--- src/hw/rtl/dmac_pkg.sv ---
// Shared types and constants of the direct-mapped address cache.
// No dependencies.
package dmac_pkg;

    localparam int KEY_W = 64;
    localparam int UW_W = 3;
    localparam int DATA_W = 64;
    localparam int KIND_W = 2;

    localparam int DEF_TABLE_SIZE = 1024;

    // Key bits folded into the slot remainder per cycle (non power-of-two tables).
    localparam int SLOT_BITS_PER_CYCLE = 4;

    localparam logic [KIND_W-1:0] KIND_INSERT = 2'd0;
    localparam logic [KIND_W-1:0] KIND_LOOKUP = 2'd1;
    localparam logic [KIND_W-1:0] KIND_DELETE = 2'd2;
    localparam logic [KIND_W-1:0] KIND_RANGE  = 2'd3;

    typedef struct packed {
        logic [UW_W-1:0]   unwinder;
        logic [DATA_W-1:0] first;
        logic [DATA_W-1:0] second;
    } entry_data_t;

endpackage

--- src/hw/rtl/dmac_slot_unit.sv ---
// Slot index unit: key modulo TABLE_SIZE. Masks for power-of-two sizes,
// otherwise a radix-16 restoring remainder, one key digit per step. Uses dmac_pkg.
module dmac_slot_unit #(
    parameter int TABLE_SIZE = 1024,
    parameter int IDX_W = 10
) (
    input  logic                     clk,
    input  logic                     rst_n,
    input  logic                     load,
    input  logic [dmac_pkg::KEY_W-1:0] key,
    output logic                     slot_valid,
    output logic [IDX_W-1:0]         slot
);

    import dmac_pkg::*;

    localparam bit IS_POW2 = (TABLE_SIZE & (TABLE_SIZE - 1)) == 0;

    logic valid_reg;

    assign slot_valid = valid_reg;

    generate
        if (IS_POW2)
        begin : g_mask
            logic [IDX_W-1:0] slot_reg;

            always_ff @(posedge clk or negedge rst_n)
            begin
                if (!rst_n)
                begin
                    valid_reg <= 1'b0;
                end
                else
                begin
                    valid_reg <= load;
                end
            end

            always_ff @(posedge clk)
            begin
                if (load)
                begin
                    slot_reg <= IDX_W'(key & KEY_W'(TABLE_SIZE - 1));
                end
            end

            assign slot = slot_reg;
        end
        else
        begin : g_rem
            localparam int RW = IDX_W + 1;
            localparam int STEPS = KEY_W / SLOT_BITS_PER_CYCLE;
            localparam int STEP_W = (STEPS > 1) ? $clog2(STEPS) : 1;

            logic              run_reg;
            logic [STEP_W-1:0] step_reg;
            logic [KEY_W-1:0]  shift_reg;
            logic [RW-1:0]     rem_reg;
            logic [RW-1:0]     rem_next;

            always_comb
            begin
                logic [RW-1:0] r;
                r = rem_reg;
                for (int j = 0; j < SLOT_BITS_PER_CYCLE; j++)
                begin
                    r = {r[RW-2:0], shift_reg[KEY_W-1-j]};
                    if (r >= RW'(TABLE_SIZE))
                    begin
                        r = r - RW'(TABLE_SIZE);
                    end
                end
                rem_next = r;
            end

            always_ff @(posedge clk or negedge rst_n)
            begin
                if (!rst_n)
                begin
                    run_reg   <= 1'b0;
                    valid_reg <= 1'b0;
                    step_reg  <= '0;
                end
                else
                begin
                    valid_reg <= 1'b0;
                    if (load)
                    begin
                        run_reg  <= 1'b1;
                        step_reg <= '0;
                    end
                    else if (run_reg)
                    begin
                        step_reg <= step_reg + 1'b1;
                        if (step_reg == STEP_W'(STEPS - 1))
                        begin
                            run_reg   <= 1'b0;
                            valid_reg <= 1'b1;
                        end
                    end
                end
            end

            always_ff @(posedge clk)
            begin
                if (load)
                begin
                    shift_reg <= key;
                    rem_reg   <= '0;
                end
                else if (run_reg)
                begin
                    shift_reg <= shift_reg << SLOT_BITS_PER_CYCLE;
                    rem_reg   <= rem_next;
                end
            end

            assign slot = rem_reg[IDX_W-1:0];
        end
    endgenerate

endmodule

--- config.mk ---
export PLATFORM = sky130hd
export DESIGN_NAME = dmac_slot_unit
export DESIGN_NICKNAME = d
export VERILOG_FILES = /design/src/hw/rtl/dmac_pkg.sv /design/src/hw/rtl/dmac_slot_unit.sv
export SDC_FILE = /design/constraint.sdc
export NUM_CORES = 1
export LEC_CHECK = 0
export BUFFER_PORTS_ARGS = -buffer_cell sky130_fd_sc_hd__buf_2
export CAP_MARGIN = 5
export CORE_MARGIN = 1
export CORE_UTILIZATION = 19
export DETAILED_ROUTE_END_ITERATION = 10
export PLACE_DENSITY = 0.84
export SLEW_MARGIN = 30
export SYNTH_ARGS = -nofsm -noshare
export SYNTH_HDL_FRONTEND = slang
export SYNTH_SLANG_ARGS = --single-unit
--- constraint.sdc ---
create_clock -name clk -period 0.8 [get_ports clk]
set_input_delay 0.08 -clock clk [delete_from_list [all_inputs] [get_ports clk]]
set_output_delay 0.08 -clock clk [all_outputs]
set_load 0.05 [all_outputs]
==> results_dict.tcl <==
set metrics [dict create \
    cp_max_fo 1 \
    final_cell_mix "12 x buf_2, 11 x dlygate4sd3_1, 11 x buf_6" \
    syn-cell-area_um2 325.3 \
    htreeDepth 1 \
    critPathTopFamily "flip-flops" \
    die_h_um 43.38 \
    final_max_slew_viol_count 0 \
    worst_path_max_delay_cell "edfxtp_1" \
    num-multi-input-gates 0 \
    rows 14 \
    antenna_found_initial 0 \
    yosys.area_share.adder 0 \
    cts_buffer_depth 2 \
    layout_commonest_cell "buf_2" \
    wl_met1_um 342 \
    placed_area_um2 460.4 \
    start_util 0.2087 \
    cts_root_buffer "clkbuf_4" \
    ys_seq_area_frac 1.000 \
    dp.cells 50 \
    crit_end "slot[9]" \
    synth_simple_gate_area_share 0 \
    clock_sinks 11 \
    min_period_ns 0.9350 \
    maxUsedRoutingLayer "met4" \
    num_vias 261 \
    finalHoldViolCount 0 \
    failed_checks "DRC, setup timing" \
    post-route-period-util 1.169 \
    drt_iter0_markers 10 \
    pre_cts_ws_ns 0.1168 \
    layout_setup_ws_ns -0.1350 \
    vdd_ir_drop_max_uv 1261 \
    grt_util_all_layers 0.1048 \
    startpoint_type "flip-flop" \
    instances_no_fill 65 \
    end_kind "primary output" \
    drive_gt1_frac 0.5306 \
    critPathArrivalTime_ns 0.85 \
    firstDrtPassIters 6 \
    ys_ff_latch 11 \
    numCtsBuffers 3 \
    dr_wl_met2_um 347 \
    place_congestion 0.7354 \
    post-route-cell-area_um2 665.6 \
    remaining_drc_errors 6 \
    final_net_count 117 \
    setup_viol 11 \
    critPathMaxStageDelay_ns 0.41 \
    design.die.area_um2 1882 \
    crit_buf_inv 1 \
    worstSetupStartpoint "slot[9]" \
    wl_per_cell_um 12.65 \
    static-leakage-power_nw 0.2842 \
    cp.depth 1 \
    first_global_vias 301 \
    antenna_cells 0 \
    cp_cell_sequence "buf_6" \
    dr_wl_met3_um 123 \
    io_pins 78 \
    min_path_type "input pin to flip-flop" \
    cts_tree "done" \
    grt_max_degree 12 \
    worstSetupPathType "flip-flop to primary output" \
    final_core_utilization 0.4270 \
    clk_pin_slew_worst_paths_ns 0.07 \
    worst_pin_slew_ns 0.2363 \
    finalSetupTns_ns -1.139 \
    wirelength_um 822 \
    synthMuxAreaShare 0 \
    grt-ovfl-total 0 \
    critPathRequiredTime_ns 0.72 \
    avgSynthCellArea_um2 29.57 \
    port_buffers 23 \
    syn_to_final_growth_pct 104.6 \
    core_area_um2 1559 \
    max_freq_mhz 1070 \
    syn_inst 11 \
    total_power_mw 1.398 \
    synth_fp_nets 78 \
    postRouteAntennaNets 0 \
    rsz0062_at_grt "true" \
    drv_cap 0 \
    die_w_um 43.38 \
    timing.hold.ws_ns 0.06690 \
    largest_reg_flops 10 \
    status "complete, but fails checks" \
    yosysWarnings 0 \
    synth-xor-area-share 0 \
    n_fill_cell 143 \
    multi_input_area_um2 0 \
    maxSlewHeadroom 0.8425 \
    ys_types 2 \
    grt_pass1_wl_mm 1.248 \
    power.density_nw_per_um2 2101 \
    synth_compound_area_frac 0 \
    vias_per_cell 4.015 \
]
layer usage:
metal / GRT usage / vias to the layer above
li1: - / 119
met2: 0.1636 / 27
met4: 0.03750 / 0
met3: 0.08750 / 3
met1: 0.1024 / 112
met5: 0 / -
cells in the mapped netlist (all sizes together):
cell    number  area share
dfrtp        1       0.077
edfxtp      10        0.92
timing repair:
| item | 4_1_cts | 5_1_grt |
|---|---|---|
| hold buffers | 11 | 0 |
| setup buffers | 0 | 0 |
| gates cloned | 0 | 0 |
| endpoints found under the hold margin | 11 | 0 |
| setup endpoints to repair | 11 | 11 |
| gates resized for setup | 22 | 0 |
kinds of logic (layout without fill, tap and decap cells):
| group | count (synthesis) | count (layout) |
|---|---|---|
| buffers and inverters | 0 | 38 |
| flip-flops | 11 | 11 |
worst min path at each step:
stage	startpoint	endpoint	slack (ns)	depth (start not counted)
finish	load	slot_valid	0.07	1
floorplan	rst_n	slot_valid	-0.22	0
detailed placement	rst_n	slot_valid	-0.14	1
CTS	load	slot_valid	0.06	1
global placement	rst_n	slot_valid	-0.14	1
global route	load	slot_valid	0.06	1
power by group:
group	internal [mW]	switching [mW]	leakage [nW]
Combinational	0.134	0.190	0.160
Sequential	0.677	0.0224	0.110
Clock	0.193	0.182	0.0150
layout make-up:
class	count	area, um2	area share
Sequential cell	11	325.3	0.4887
Timing Repair Buffer	34	294.0	0.4417
Clock buffer	4	26.28	0.03947
Tap cell	16	20.02	0.03008
Note: power is estimated with default switching activity, not from simulation.
